$ cat config.mk
export PLATFORM = sky130hd
export DESIGN_NAME = midi_event_generator_with_queue_unit
export DESIGN_NICKNAME = d
export VERILOG_FILES = /design/src/sv/mevq_pkg.sv /design/src/sv/mevq_ring.sv /design/src/sv/midi_event_generator_with_queue_unit.sv
export SDC_FILE = /design/constraint.sdc
export NUM_CORES = 1
export LEC_CHECK = 0
export ABC_AREA = 1
export BUFFER_PORTS_ARGS = -buffer_cell sky130_fd_sc_hd__buf_2
export CORE_UTILIZATION = 55
export CTS_BUF_LIST = sky130_fd_sc_hd__clkbuf_4 sky130_fd_sc_hd__clkbuf_8
export DETAILED_ROUTE_END_ITERATION = 10
export HOLD_SLACK_MARGIN = 0.03
export PLACE_DENSITY = 0.81
export RECOVER_POWER = 50
export SYNTH_ARGS = -nofsm -noshare
export SYNTH_HDL_FRONTEND = slang
export SYNTH_SLANG_ARGS = --single-unit
$ cat constraint.sdc
create_clock -name clock -period 5.75 [get_ports clock]
set_input_delay 0.8625 -clock clock [delete_from_list [all_inputs] [get_ports clock]]
set_output_delay 0.8625 -clock clock [all_outputs]
set_load 0.01 [all_outputs]
$ cat src/sv/mevq_pkg.sv
// ============================================================================
// mevq_pkg
// shared types, codes and helper functions of the midi event generator
// ============================================================================
package mevq_pkg;

   // message ring geometry
   localparam int QUEUE_DEPTH = 16;
   localparam int PTR_W       = (QUEUE_DEPTH > 2) ? $clog2(QUEUE_DEPTH) : 1;
   localparam int PEND_W      = 4;

   // field widths
   localparam int OP_W     = 4;
   localparam int VOICE_W  = 3;
   localparam int NOTE_W   = 7;
   localparam int VEL_W    = 13;
   localparam int MS_W     = 16;
   localparam int GATE_W   = 11;
   localparam int CHAN_W   = 4;
   localparam int KIND_W   = 2;
   localparam int MTYPE_W  = 3;
   localparam int SEQ_W    = 32;
   localparam int CSR_IDX_W = 1;

   localparam int REQ_DATA_W = 56;
   localparam int RSP_DATA_W = 72;
   localparam int RSP_PAD_W  = 6;
   localparam int PLAN_LEN   = 3;

   // configuration register indexes
   localparam logic [CSR_IDX_W-1:0] CSR_DRUM_CHANNEL = 1'd0;
   localparam logic [CSR_IDX_W-1:0] CSR_BASS_CHANNEL = 1'd1;

   localparam logic [CHAN_W-1:0] DRUM_CHANNEL_RST = 4'd9;
   localparam logic [CHAN_W-1:0] BASS_CHANNEL_RST = 4'd0;
   localparam logic [NOTE_W-1:0] BASS_NOTE_RST    = 7'd36;

   // gate limits in ms
   localparam logic [GATE_W-1:0] GATE_MIN = 11'd30;
   localparam logic [GATE_W-1:0] GATE_MAX = 11'd2000;

   // midi constants
   localparam logic [7:0] STATUS_NOTE_OFF = 8'h80;
   localparam logic [7:0] STATUS_NOTE_ON  = 8'h90;
   localparam logic [7:0] STATUS_CTRL     = 8'hB0;
   localparam logic [7:0] STATUS_START    = 8'hFA;
   localparam logic [7:0] STATUS_STOP    = 8'hFC;
   localparam logic [NOTE_W-1:0] CC_ALL_NOTES_OFF = 7'd123;

   typedef enum logic [OP_W-1:0] {
      OP_START      = 4'd0,
      OP_STOP       = 4'd1,
      OP_DRUM_TRIG  = 4'd2,
      OP_BASS_TRIG  = 4'd3,
      OP_VOICE_OFF  = 4'd4,
      OP_BASS_REL   = 4'd5,
      OP_ALL_OFF    = 4'd6,
      OP_TICK       = 4'd7,
      OP_POP        = 4'd8
   } op_type;

   localparam logic [VOICE_W-1:0] KICK_VOICE = 3'd0;
   localparam logic [VOICE_W-1:0] BASS_VOICE = 3'd4;
   localparam logic [VOICE_W-1:0] VOICE_NONE = 3'd5;

   typedef enum logic [KIND_W-1:0] {
      KIND_EMITTED = 2'd0,
      KIND_POPPED  = 2'd1,
      KIND_EMPTY   = 2'd2
   } kind_type;

   typedef enum logic [MTYPE_W-1:0] {
      MT_NOTE_ON  = 3'd0,
      MT_NOTE_OFF = 3'd1,
      MT_CTRL     = 3'd2,
      MT_START    = 3'd3,
      MT_STOP     = 3'd4
   } mtype_type;

   // which message a plan step produces
   typedef enum logic [2:0] {
      MSG_BASS_OFF,
      MSG_START,
      MSG_STOP,
      MSG_DRUM_ON,
      MSG_BASS_ON,
      MSG_DRUM_OFF,
      MSG_CC_BASS,
      MSG_CC_DRUM
   } msg_code_type;

   typedef enum logic [1:0] {
      ST_IDLE,
      ST_EMIT,
      ST_POP_RD,
      ST_POP_OUT
   } state_type;

   // one ring entry, 62 bits
   typedef struct packed {
      logic [SEQ_W-1:0]   seq;
      logic [VOICE_W-1:0] src;
      logic [1:0]         len;
      logic [NOTE_W-1:0]  d2;
      logic [NOTE_W-1:0]  d1;
      logic [7:0]         status;
      logic [MTYPE_W-1:0] mtype;
   } entry_type;

   typedef struct packed {
      logic [PTR_W-1:0] occupancy;
      logic             empty;
      logic             full;
   } ring_status_type;

   function automatic logic [NOTE_W-1:0] drum_note(input logic [VOICE_W-1:0] voice);
      logic [NOTE_W-1:0] n;
      case (voice)
         3'd0:    n = 7'd36;
         3'd1:    n = 7'd38;
         3'd2:    n = 7'd42;
         3'd3:    n = 7'd46;
         default: n = 7'd0;
      endcase
      return n;
   endfunction

   // q12 strength to 1..127, half rounds up
   function automatic logic [NOTE_W-1:0] scale_velocity(input logic [VEL_W-1:0] v);
      logic [VEL_W-1:0] vs;
      logic [19:0]      prod;
      vs   = (v > 13'd4096) ? 13'd4096 : v;
      prod = 20'(vs) * 20'd126 + 20'd2048;
      return 7'(prod[19:12]) + 7'd1;
   endfunction

   function automatic logic [GATE_W-1:0] clamp_gate(input logic [MS_W-1:0] g);
      logic [GATE_W-1:0] r;
      if (g < 16'(GATE_MIN))
         r = GATE_MIN;
      else if (g > 16'(GATE_MAX))
         r = GATE_MAX;
      else
         r = g[GATE_W-1:0];
      return r;
   endfunction

endpackage

$ cat src/sv/mevq_ring.sv
// ============================================================================
// mevq_ring
// message ring: one synchronous memory with pointers, drops oldest when full
// ============================================================================
module mevq_ring (
   input  logic                      clock,
   input  logic                      reset,
   input  logic                      push,
   input  mevq_pkg::entry_type       push_entry,
   input  logic                      pop,
   input  logic                      rd_req,
   output mevq_pkg::entry_type       rd_entry,
   output mevq_pkg::ring_status_type status
);
   import mevq_pkg::*;

   entry_type        mem [QUEUE_DEPTH];
   entry_type        rd_entry_ff;
   logic [PTR_W-1:0] rd_ptr_ff, rd_ptr_in;
   logic [PTR_W-1:0] wr_ptr_ff, wr_ptr_in;
   logic [PTR_W:0]   diff;

   function automatic logic [PTR_W-1:0] next_ptr(input logic [PTR_W-1:0] p);
      return (p == PTR_W'(QUEUE_DEPTH - 1)) ? '0 : p + 1'b1;
   endfunction

   always_comb begin
      if (wr_ptr_ff >= rd_ptr_ff)
         diff = {1'b0, wr_ptr_ff} - {1'b0, rd_ptr_ff};
      else
         diff = {1'b0, wr_ptr_ff} + (PTR_W+1)'(QUEUE_DEPTH) - {1'b0, rd_ptr_ff};
      status.occupancy = diff[PTR_W-1:0];
      status.empty     = (rd_ptr_ff == wr_ptr_ff);
      status.full      = (next_ptr(wr_ptr_ff) == rd_ptr_ff);
   end

   always_comb begin
      rd_ptr_in = rd_ptr_ff;
      wr_ptr_in = wr_ptr_ff;
      if (push) begin
         wr_ptr_in = next_ptr(wr_ptr_ff);
         if (status.full)
            rd_ptr_in = next_ptr(rd_ptr_ff);
      end else if (pop && !status.empty) begin
         rd_ptr_in = next_ptr(rd_ptr_ff);
      end
   end

   always_ff @(posedge clock) begin
      if (reset) begin
         rd_ptr_ff <= '0;
         wr_ptr_ff <= '0;
      end else begin
         rd_ptr_ff <= rd_ptr_in;
         wr_ptr_ff <= wr_ptr_in;
      end
   end

   always_ff @(posedge clock) begin
      if (push)
         mem[wr_ptr_ff] <= push_entry;
   end

   always_ff @(posedge clock) begin
      if (rd_req)
         rd_entry_ff <= mem[rd_ptr_ff];
   end

   assign rd_entry = rd_entry_ff;

   a_push_grows: assert property (@(posedge clock) disable iff (reset)
      push && !status.full |=> status.occupancy == $past(status.occupancy) + 1'b1)
      else $error("ring occupancy did not grow on push");

   a_push_full_holds: assert property (@(posedge clock) disable iff (reset)
      push && status.full |=> status.full)
      else $error("ring left full state on push with drop");

   a_pop_shrinks: assert property (@(posedge clock) disable iff (reset)
      pop && !push && !status.empty
      |=> status.occupancy == $past(status.occupancy) - 1'b1)
      else $error("ring occupancy did not shrink on pop");

endmodule

$ cat src/sv/midi_event_generator_with_queue_unit.sv
// ============================================================================
// midi_event_generator_with_queue_unit
// sequencer events to midi messages, with a message ring for later readout
// ============================================================================
// Each request is taken, then the block produces its results at one per
// cycle while rsp_tready is high: start, stop and drum trigger give one
// result (none for a voice without a drum note), voice off one for a drum
// voice (for the bass voice zero or one, releasing a held bass note; none
// for the others), a bass trigger one or two (a held bass note is released
// first), all notes off two or three, bass release and tick zero or one.
// A pop reads the ring, a synchronous memory: the read is issued in the
// state after the request is taken and its registered data is then loaded
// into the result. Output waits while rsp_tready is low; the next request is
// taken once the last result has been loaded into the result register. Every
// generated message gets the next 32-bit sequence number, is delivered with
// kind 0 and is written into a ring of QUEUE_DEPTH slots, of which one stays
// free; when the ring is full the oldest entry is dropped. pending reports
// the ring occupancy after the result. Velocity is q12 and maps to 1..127,
// the bass gate is clamped to 30..2000 ms and counts down on tick requests,
// releasing the bass note when it runs out. The channel registers are written
// through the csr port, which is always ready; write them only while idle.
// ============================================================================
module midi_event_generator_with_queue_unit (
   input  logic                                clock,
   input  logic                                reset,
   // request channel
   input  logic                                req_tvalid,
   output logic                                req_tready,
   // voice, note, velocity, gate_ms, dt_ms (low to high)
   input  logic [mevq_pkg::REQ_DATA_W-1:0]     req_tdata,
   // op
   input  logic [mevq_pkg::OP_W-1:0]           req_tuser,
   // result channel
   output logic                                rsp_tvalid,
   input  logic                                rsp_tready,
   // msg_type, status_byte, data_one, data_two, msg_length, source_voice,
   // sequence_res, pending, zero fill (low to high)
   output logic [mevq_pkg::RSP_DATA_W-1:0]     rsp_tdata,
   // kind
   output logic [mevq_pkg::KIND_W-1:0]         rsp_tuser,
   output logic                                rsp_tlast,
   // configuration write channel
   input  logic                                csr_valid,
   output logic                                csr_ready,
   input  logic [mevq_pkg::CSR_IDX_W-1:0]      csr_index,
   input  logic [mevq_pkg::CHAN_W-1:0]         csr_data
);
   import mevq_pkg::*;

   // request fields
   logic [OP_W-1:0]    in_op;
   logic [VOICE_W-1:0] in_voice;
   logic [NOTE_W-1:0]  in_note;
   logic [VEL_W-1:0]   in_vel;
   logic [MS_W-1:0]    in_gate;
   logic [MS_W-1:0]    in_dt;
   logic               accept;

   // control
   state_type          state_ff, state_in;
   msg_code_type       plan_ff [PLAN_LEN];
   msg_code_type       plan_in [PLAN_LEN];
   logic [1:0]         plan_cnt_ff, plan_cnt_in;
   logic [1:0]         step_ff, step_in;

   // latched request data
   logic [VOICE_W-1:0] voice_ff;
   logic [NOTE_W-1:0]  note_ff;
   logic [NOTE_W-1:0]  vel_ff;
   logic [NOTE_W-1:0]  prev_note_ff;

   // channels
   logic [CHAN_W-1:0]  drum_ch_ff;
   logic [CHAN_W-1:0]  bass_ch_ff;

   // bass voice and sequence state
   logic               bass_active_ff, bass_active_in;
   logic [NOTE_W-1:0]  bass_note_ff, bass_note_in;
   logic [GATE_W-1:0]  gate_left_ff, gate_left_in;
   logic [SEQ_W-1:0]   seq_ff;

   // result register
   logic               rsp_valid_ff, rsp_valid_in;
   kind_type           rsp_kind_ff;
   entry_type          rsp_entry_ff;
   logic [PEND_W-1:0]  rsp_pending_ff;
   logic               rsp_last_ff;

   // ring interface
   logic               push;
   logic               pop;
   logic               rd_req;
   entry_type          rd_entry;
   ring_status_type    ring_st;

   // result load
   logic               load_out;
   logic               out_free;
   kind_type           out_kind;
   entry_type          out_entry;
   entry_type          cur_entry;
   logic [PEND_W-1:0]  out_pending;
   logic               out_last;

   // plan building
   msg_code_type       m0, m1;
   logic [1:0]         mcnt;
   logic               rel;
   logic               tick_due;

   assign in_op    = req_tuser;
   assign in_voice = req_tdata[2:0];
   assign in_note  = req_tdata[9:3];
   assign in_vel   = req_tdata[22:10];
   assign in_gate  = req_tdata[38:23];
   assign in_dt    = req_tdata[54:39];

   assign req_tready = (state_ff == ST_IDLE);
   assign accept     = req_tvalid && req_tready;
   assign out_free   = !rsp_valid_ff || rsp_tready;
   assign csr_ready  = 1'b1;

   // channel registers
   always_ff @(posedge clock) begin
      if (reset) begin
         drum_ch_ff <= DRUM_CHANNEL_RST;
         bass_ch_ff <= BASS_CHANNEL_RST;
      end else if (csr_valid && csr_ready) begin
         unique case (csr_index)
            CSR_DRUM_CHANNEL: drum_ch_ff <= csr_data;
            CSR_BASS_CHANNEL: bass_ch_ff <= csr_data;
            default: ;
         endcase
      end
   end

   // message plan for the accepted request: optional bass release, then the op's own
   assign tick_due = (in_dt != '0) && (in_dt >= MS_W'(gate_left_ff));

   always_comb begin
      m0   = MSG_START;
      m1   = MSG_START;
      mcnt = 2'd0;
      case (in_op)
         OP_START: begin
            m0   = MSG_START;
            mcnt = 2'd1;
         end
         OP_STOP: begin
            m0   = MSG_STOP;
            mcnt = 2'd1;
         end
         OP_DRUM_TRIG: begin
            m0 = MSG_DRUM_ON;
            if (in_voice < BASS_VOICE)
               mcnt = 2'd1;
         end
         OP_BASS_TRIG: begin
            m0   = MSG_BASS_ON;
            mcnt = 2'd1;
         end
         OP_VOICE_OFF: begin
            m0 = MSG_DRUM_OFF;
            if (in_voice < BASS_VOICE)
               mcnt = 2'd1;
         end
         OP_ALL_OFF: begin
            m0   = MSG_CC_BASS;
            m1   = MSG_CC_DRUM;
            mcnt = 2'd2;
         end
         default: ;
      endcase

      rel = 1'b0;
      if (bass_active_ff) begin
         case (in_op) inside
            OP_BASS_TRIG, OP_BASS_REL, OP_ALL_OFF: rel = 1'b1;
            OP_VOICE_OFF: rel = (in_voice == BASS_VOICE);
            OP_TICK:      rel = tick_due;
            default:      rel = 1'b0;
         endcase
      end

      if (rel) begin
         plan_in[0]  = MSG_BASS_OFF;
         plan_in[1]  = m0;
         plan_in[2]  = m1;
         plan_cnt_in = mcnt + 2'd1;
      end else begin
         plan_in[0]  = m0;
         plan_in[1]  = m1;
         plan_in[2]  = m1;
         plan_cnt_in = mcnt;
      end
   end

   // bass voice update happens at accept; messages use the latched copies
   always_comb begin
      bass_active_in = bass_active_ff;
      bass_note_in   = bass_note_ff;
      gate_left_in   = gate_left_ff;
      if (accept) begin
         if (in_op == OP_BASS_TRIG) begin
            bass_active_in = 1'b1;
            bass_note_in   = in_note;
            gate_left_in   = clamp_gate(in_gate);
         end else if (rel) begin
            bass_active_in = 1'b0;
            gate_left_in   = '0;
         end else if (in_op == OP_TICK && bass_active_ff && in_dt != '0) begin
            gate_left_in = gate_left_ff - in_dt[GATE_W-1:0];
         end
      end
   end

   always_ff @(posedge clock) begin
      if (reset) begin
         bass_active_ff <= 1'b0;
         bass_note_ff   <= BASS_NOTE_RST;
         gate_left_ff   <= '0;
      end else begin
         bass_active_ff <= bass_active_in;
         bass_note_ff   <= bass_note_in;
         gate_left_ff   <= gate_left_in;
      end
   end

   // request latch
   always_ff @(posedge clock) begin
      if (accept) begin
         plan_ff      <= plan_in;
         plan_cnt_ff  <= plan_cnt_in;
         voice_ff     <= in_voice;
         note_ff      <= in_note;
         vel_ff       <= scale_velocity(in_vel);
         prev_note_ff <= bass_note_ff;
      end
   end

   // message for the current plan step
   always_comb begin
      cur_entry     = '0;
      cur_entry.seq = seq_ff;
      cur_entry.len = 2'd3;
      case (plan_ff[step_ff])
         MSG_BASS_OFF: begin
            cur_entry.mtype  = MT_NOTE_OFF;
            cur_entry.status = STATUS_NOTE_OFF | 8'(bass_ch_ff);
            cur_entry.d1     = prev_note_ff;
            cur_entry.src    = BASS_VOICE;
         end
         MSG_START: begin
            cur_entry.mtype  = MT_START;
            cur_entry.status = STATUS_START;
            cur_entry.len    = 2'd1;
            cur_entry.src    = VOICE_NONE;
         end
         MSG_STOP: begin
            cur_entry.mtype  = MT_STOP;
            cur_entry.status = STATUS_STOP;
            cur_entry.len    = 2'd1;
            cur_entry.src    = VOICE_NONE;
         end
         MSG_DRUM_ON: begin
            cur_entry.mtype  = MT_NOTE_ON;
            cur_entry.status = STATUS_NOTE_ON | 8'(drum_ch_ff);
            cur_entry.d1     = drum_note(voice_ff);
            cur_entry.d2     = vel_ff;
            cur_entry.src    = voice_ff;
         end
         MSG_BASS_ON: begin
            cur_entry.mtype  = MT_NOTE_ON;
            cur_entry.status = STATUS_NOTE_ON | 8'(bass_ch_ff);
            cur_entry.d1     = note_ff;
            cur_entry.d2     = vel_ff;
            cur_entry.src    = BASS_VOICE;
         end
         MSG_DRUM_OFF: begin
            cur_entry.mtype  = MT_NOTE_OFF;
            cur_entry.status = STATUS_NOTE_OFF | 8'(drum_ch_ff);
            cur_entry.d1     = drum_note(voice_ff);
            cur_entry.src    = voice_ff;
         end
         MSG_CC_BASS: begin
            cur_entry.mtype  = MT_CTRL;
            cur_entry.status = STATUS_CTRL | 8'(bass_ch_ff);
            cur_entry.d1     = CC_ALL_NOTES_OFF;
            cur_entry.src    = BASS_VOICE;
         end
         MSG_CC_DRUM: begin
            cur_entry.mtype  = MT_CTRL;
            cur_entry.status = STATUS_CTRL | 8'(drum_ch_ff);
            cur_entry.d1     = CC_ALL_NOTES_OFF;
            cur_entry.src    = VOICE_NONE;
         end
         default: ;
      endcase
   end

   // sequencer
   always_ff @(posedge clock) begin
      if (reset) begin
         state_ff <= ST_IDLE;
         step_ff  <= '0;
      end else begin
         state_ff <= state_in;
         step_ff  <= step_in;
      end
   end

   always_comb begin
      state_in    = state_ff;
      step_in     = step_ff;
      push        = 1'b0;
      pop         = 1'b0;
      rd_req      = 1'b0;
      load_out    = 1'b0;
      out_kind    = KIND_EMITTED;
      out_entry   = cur_entry;
      out_pending = PEND_W'(ring_st.occupancy);
      out_last    = 1'b0;
      unique case (state_ff)
         ST_IDLE: begin
            if (accept) begin
               step_in = '0;
               if (in_op == OP_POP)
                  state_in = ST_POP_RD;
               else if (plan_cnt_in != '0)
                  state_in = ST_EMIT;
            end
         end
         ST_EMIT: begin
            if (out_free) begin
               push     = 1'b1;
               load_out = 1'b1;
               out_last = (step_ff == plan_cnt_ff - 2'd1);
               // a full ring drops its oldest entry, occupancy stays
               if (!ring_st.full)
                  out_pending = PEND_W'(ring_st.occupancy + 1'b1);
               if (out_last)
                  state_in = ST_IDLE;
               else
                  step_in = step_ff + 2'd1;
            end
         end
         ST_POP_RD: begin
            rd_req   = 1'b1;
            state_in = ST_POP_OUT;
         end
         ST_POP_OUT: begin
            if (out_free) begin
               load_out = 1'b1;
               out_last = 1'b1;
               state_in = ST_IDLE;
               if (!ring_st.empty) begin
                  pop         = 1'b1;
                  out_kind    = KIND_POPPED;
                  out_entry   = rd_entry;
                  out_pending = PEND_W'(ring_st.occupancy - 1'b1);
               end else begin
                  out_kind      = KIND_EMPTY;
                  out_entry     = '0;
                  out_entry.src = VOICE_NONE;
               end
            end
         end
         default: state_in = ST_IDLE;
      endcase
   end

   // sequence counter advances with every generated message
   always_ff @(posedge clock) begin
      if (reset)
         seq_ff <= '0;
      else if (push)
         seq_ff <= seq_ff + 1'b1;
   end

   mevq_ring u_ring (
      .clock      (clock),
      .reset      (reset),
      .push       (push),
      .push_entry (cur_entry),
      .pop        (pop),
      .rd_req     (rd_req),
      .rd_entry   (rd_entry),
      .status     (ring_st)
   );

   // result register, refilled in the cycle it is taken
   always_comb begin
      if (load_out)
         rsp_valid_in = 1'b1;
      else if (rsp_tready)
         rsp_valid_in = 1'b0;
      else
         rsp_valid_in = rsp_valid_ff;
   end

   always_ff @(posedge clock) begin
      if (reset)
         rsp_valid_ff <= 1'b0;
      else
         rsp_valid_ff <= rsp_valid_in;
   end

   always_ff @(posedge clock) begin
      if (load_out) begin
         rsp_kind_ff    <= out_kind;
         rsp_entry_ff   <= out_entry;
         rsp_pending_ff <= out_pending;
         rsp_last_ff    <= out_last;
      end
   end

   assign rsp_tvalid = rsp_valid_ff;
   assign rsp_tuser  = rsp_kind_ff;
   assign rsp_tlast  = rsp_last_ff;
   assign rsp_tdata  = {RSP_PAD_W'(0), rsp_pending_ff, rsp_entry_ff.seq, rsp_entry_ff.src,
                        rsp_entry_ff.len, rsp_entry_ff.d2, rsp_entry_ff.d1,
                        rsp_entry_ff.status, rsp_entry_ff.mtype};

   a_gate_held: assert property (@(posedge clock) disable iff (reset)
      bass_active_ff |-> gate_left_ff >= 11'd1 && gate_left_ff <= GATE_MAX)
      else $error("held bass note with gate out of range");

   a_gate_idle: assert property (@(posedge clock) disable iff (reset)
      !bass_active_ff |-> gate_left_ff == '0)
      else $error("released bass note left a gate count");

   a_seq_step: assert property (@(posedge clock) disable iff (reset)
      push |=> seq_ff == $past(seq_ff) + 1'b1)
      else $error("sequence number did not advance on message");

   a_load_free: assert property (@(posedge clock) disable iff (reset)
      load_out |-> !rsp_valid_ff || rsp_tready)
      else $error("result register overwritten before it was taken");

endmodule
==> out/results.txt <==
Ys flop type: edfxtp_1
Worst EP required: 6.31 ns
Multi-input gate area: 12940 µm²
Synth cell count leaders: edfxtp_1, nor2_1, o21ai_0
Total wire length: 124200 µm
Biggest area consumer among synthesized cells: edfxtp_1
Dpl cell area: 52040 µm²
Starting DRT DRC Count: 4300
Hold-fix buffer count after cts: 0
CTS buffer count: 172
Post-DRT Antenna Nets: 0
Clock sink count: 1193
Die height: 303.4 µm
Slew headroom: -124.4%
Clk_skew: 0.03965 ns
Mapped Avg Cell Area: 12.04 µm²
Reg-to-reg slack, setup: 0.18 ns
Setup Total Neg Slack: 0 ns
Detailed-route vias per instance: 6.048
CP Capture Type: flop
Worst setup SP type: flop
Met1 usage: 35.46%
CTS Buffer Depth: 3
Root buf cell: clkbuf_8
Clock group share of total power: 33.0%
LEAKAGE: 19.75 nW
GR Util met2: 42.84%
Grt ovf: 0
Seq pwr share: 51.8%
Worst Setup SP: u_ring.rd_ptr_ff[2]
Layer carrying the most global-route usage: met2
Layout area overhead: 10.52%
Routed length per instance: 22.07 µm
Post-cts resize count: 0
Pin count of the biggest net entering global routing: 250
Met3 Usage GRT: 5.769%
YS warnings: 0
Worst R2R Start: u_ring.rd_ptr_ff[2]
Synthesized cell area: 49970 µm²
Total internal power: 14.69 mW
HP Class: in -> reg
Final GP Congestion: 0.8772
Total global-route track usage: 26.69%
DR pass1 iterations: 6
EDFF count, synth: 1121
Combinational power share: 15.3%
CP endpoint: u_ring.rd_entry[4]
DP HPWL: 64860 µm
CTS tree: done
Most common cell in the netlist: edfxtp_1
PnR Total Power: 20.17 mW
Initial core utilization: 55.51%
Core Area: 90010 µm²
F_max: 179.7 MHz
Syn Inst Count: 4150
Failing checks: capacitance limit, slew limit
Synth top area share: 67.37%
Peak VDD IR: 0.2590 mV
FILL cells: 6521
Total of flip-flops plus latches after synthesis: 1193
Psw: 5.480 mW
Post-layout nets: 4468
Worst-Skew Late Latency: 0.85 ns
Sequential share of the synthesized area: 70.26%
Std-Cell Rows: 110
Switching share of total power: 27.17%
RSZ-0062 raised after global routing: false
Netlist cell types: 54
Status: complete, but fails checks
Chip width: 303.4 µm
Number of top-level pins: 148
Worst-margin pin slew: 3.366 ns
Post-CTS Setup Inserts: 0
Slew Limit Fails: 474
Max cap viols: 14
Routed via count: 34034
Final Hold Viols: 0
Worst Path Arrival: 6.13 ns
Top post-synthesis cells by area: edfxtp_1, o21ai_0, nor2_1
WHS: 0.2015 ns
Fin crit period: 5.565 ns
Clock-pin slew on the worst setup and hold paths: 0.06 ns
Die area: 92050 µm²
RR Endpoint: u_ring.rd_entry[4]
Proportion of layout cells with a drive suffix above 1: 9.820%
Buffers on Ports: 139
Ys async rst share: 0%
CP max FO: 60
Register area: 35110 µm²
Initial antenna violation count: 1
Design area: 55220 µm²
Worst setup path class: reg -> reg
Setup-failing EPs final: 0
DRC violations left: 0
Pwr dens: 365.2 nW/µm²
First-pass GRT wire length: 185900 µm
CTS H-tree lvls: 4
Period utilization: 96.79%
Path depth of the worst reg2reg path: 5
Vias in the first global route: 33022
-- cell usage in the layout (no fill, tap or decap), types with 70 or more instances in the layout --
cell      count
o21ai_0     594
inv_1       266
o22ai_1     140
clkbuf_1     91
edfxtp_1   1121
nand3_1     171
clkbuf_4     70
nand2_1     453
clkbuf_8    181
o221ai_1    103
nor2_1      632
dfxtp_1      70
-- power groups by stage --
stage	Combinational (mW)	Sequential, mW	Clock (mW)
after floorplan	2.02	10.6	0
after global placement	2.95	10.6	0
after detailed placement	3.06	10.6	0
after CTS	3.09	10.4	6.68
after global routing	3.44	10.5	7.04
final	3.08	10.4	6.65
-- worst min path at each step --
stage	from	endpoint	slack [ns]	depth (start not counted)
final	req_tdata[5]	note_ff[2]	0.20	1
after global routing	req_tdata[5]	note_ff[2]	0.17	1
after global placement	bass_note_ff[1]	prev_note_ff[1]	0.41	0
after CTS	req_tdata[5]	note_ff[2]	0.15	1
after floorplan	bass_note_ff[0]	prev_note_ff[0]	0.40	0
after detailed placement	bass_note_ff[1]	prev_note_ff[1]	0.41	0
-- state kept, by name (all words and copies together), names as in the netlist --
| register | flops |
|---|---|
| u_ring.rd_ptr_ff | 4 |
| bass_note_ff | 7 |
| prev_note_ff | 7 |
| note_ff | 7 |
| drum_ch_ff | 4 |
| seq_ff | 32 |
| plan_cnt_ff | 2 |
| rsp_tuser | 2 |
| gate_left_ff | 11 |
| vel_ff | 7 |
| u_ring.rd_entry | 60 |
| rsp_pending_ff | 4 |
| bass_active_ff | 1 |
| bass_ch_ff | 4 |
| rsp_tdata | 61 |
| state_ff | 2 |
| voice_ff | 3 |
| rsp_tlast | 1 |
| u_ring.wr_ptr_ff | 4 |
| rsp_tvalid | 1 |
| plan_ff | 7 |
| u_ring.mem | 960 |
| step_ff | 2 |
-- kinds of logic after synthesis --
kind of cell	synth area share, %
flops	70.26
fa+ha+maj	2.795
simple gates	11.24
compound gates	11.03
other cells	0.01503
xor+xnor	0.7012
buf+inv	3.967
-- through the flow --
step	worst slack, ns	util [%]	instances
after CTS	0.8081	61.63	5626
after detailed placement	-0.06068	57.82	5307
final	0.1845	61.35	5627
after global placement	0.03111	57.82	5307
after global routing	0.2723	61.35	5627
after floorplan	-0.2350	-	4155
-- cell type report --
type	count	area share, %
sequential	1193	63.58
timing repair buffer	203	2.164
tap	1176	2.665
clock buffer	250	5.449
antenna	1	0.004532
clock inverter	69	0.7704
inverter	280	1.935
multi-input combinational	2455	23.43
-- worst max-delay path, cell delays in order (launching register included) --
cell and delay (ns):
dfxtp_1 1.84, clkbuf_1 2.22, nor2_4 -0.03, clkbuf_4 0.78
nand2_1 0.28, nand3_1 0.14
-- routing by layer --
layer / vias up / wire length (µm)
met4: 0 / 4151
met5: - / 0
met2: 2144 / 59060
li1: 15269 / -
met1: 16296 / 46600
met3: 325 / 14360
(Power assumes the default switching activity.)
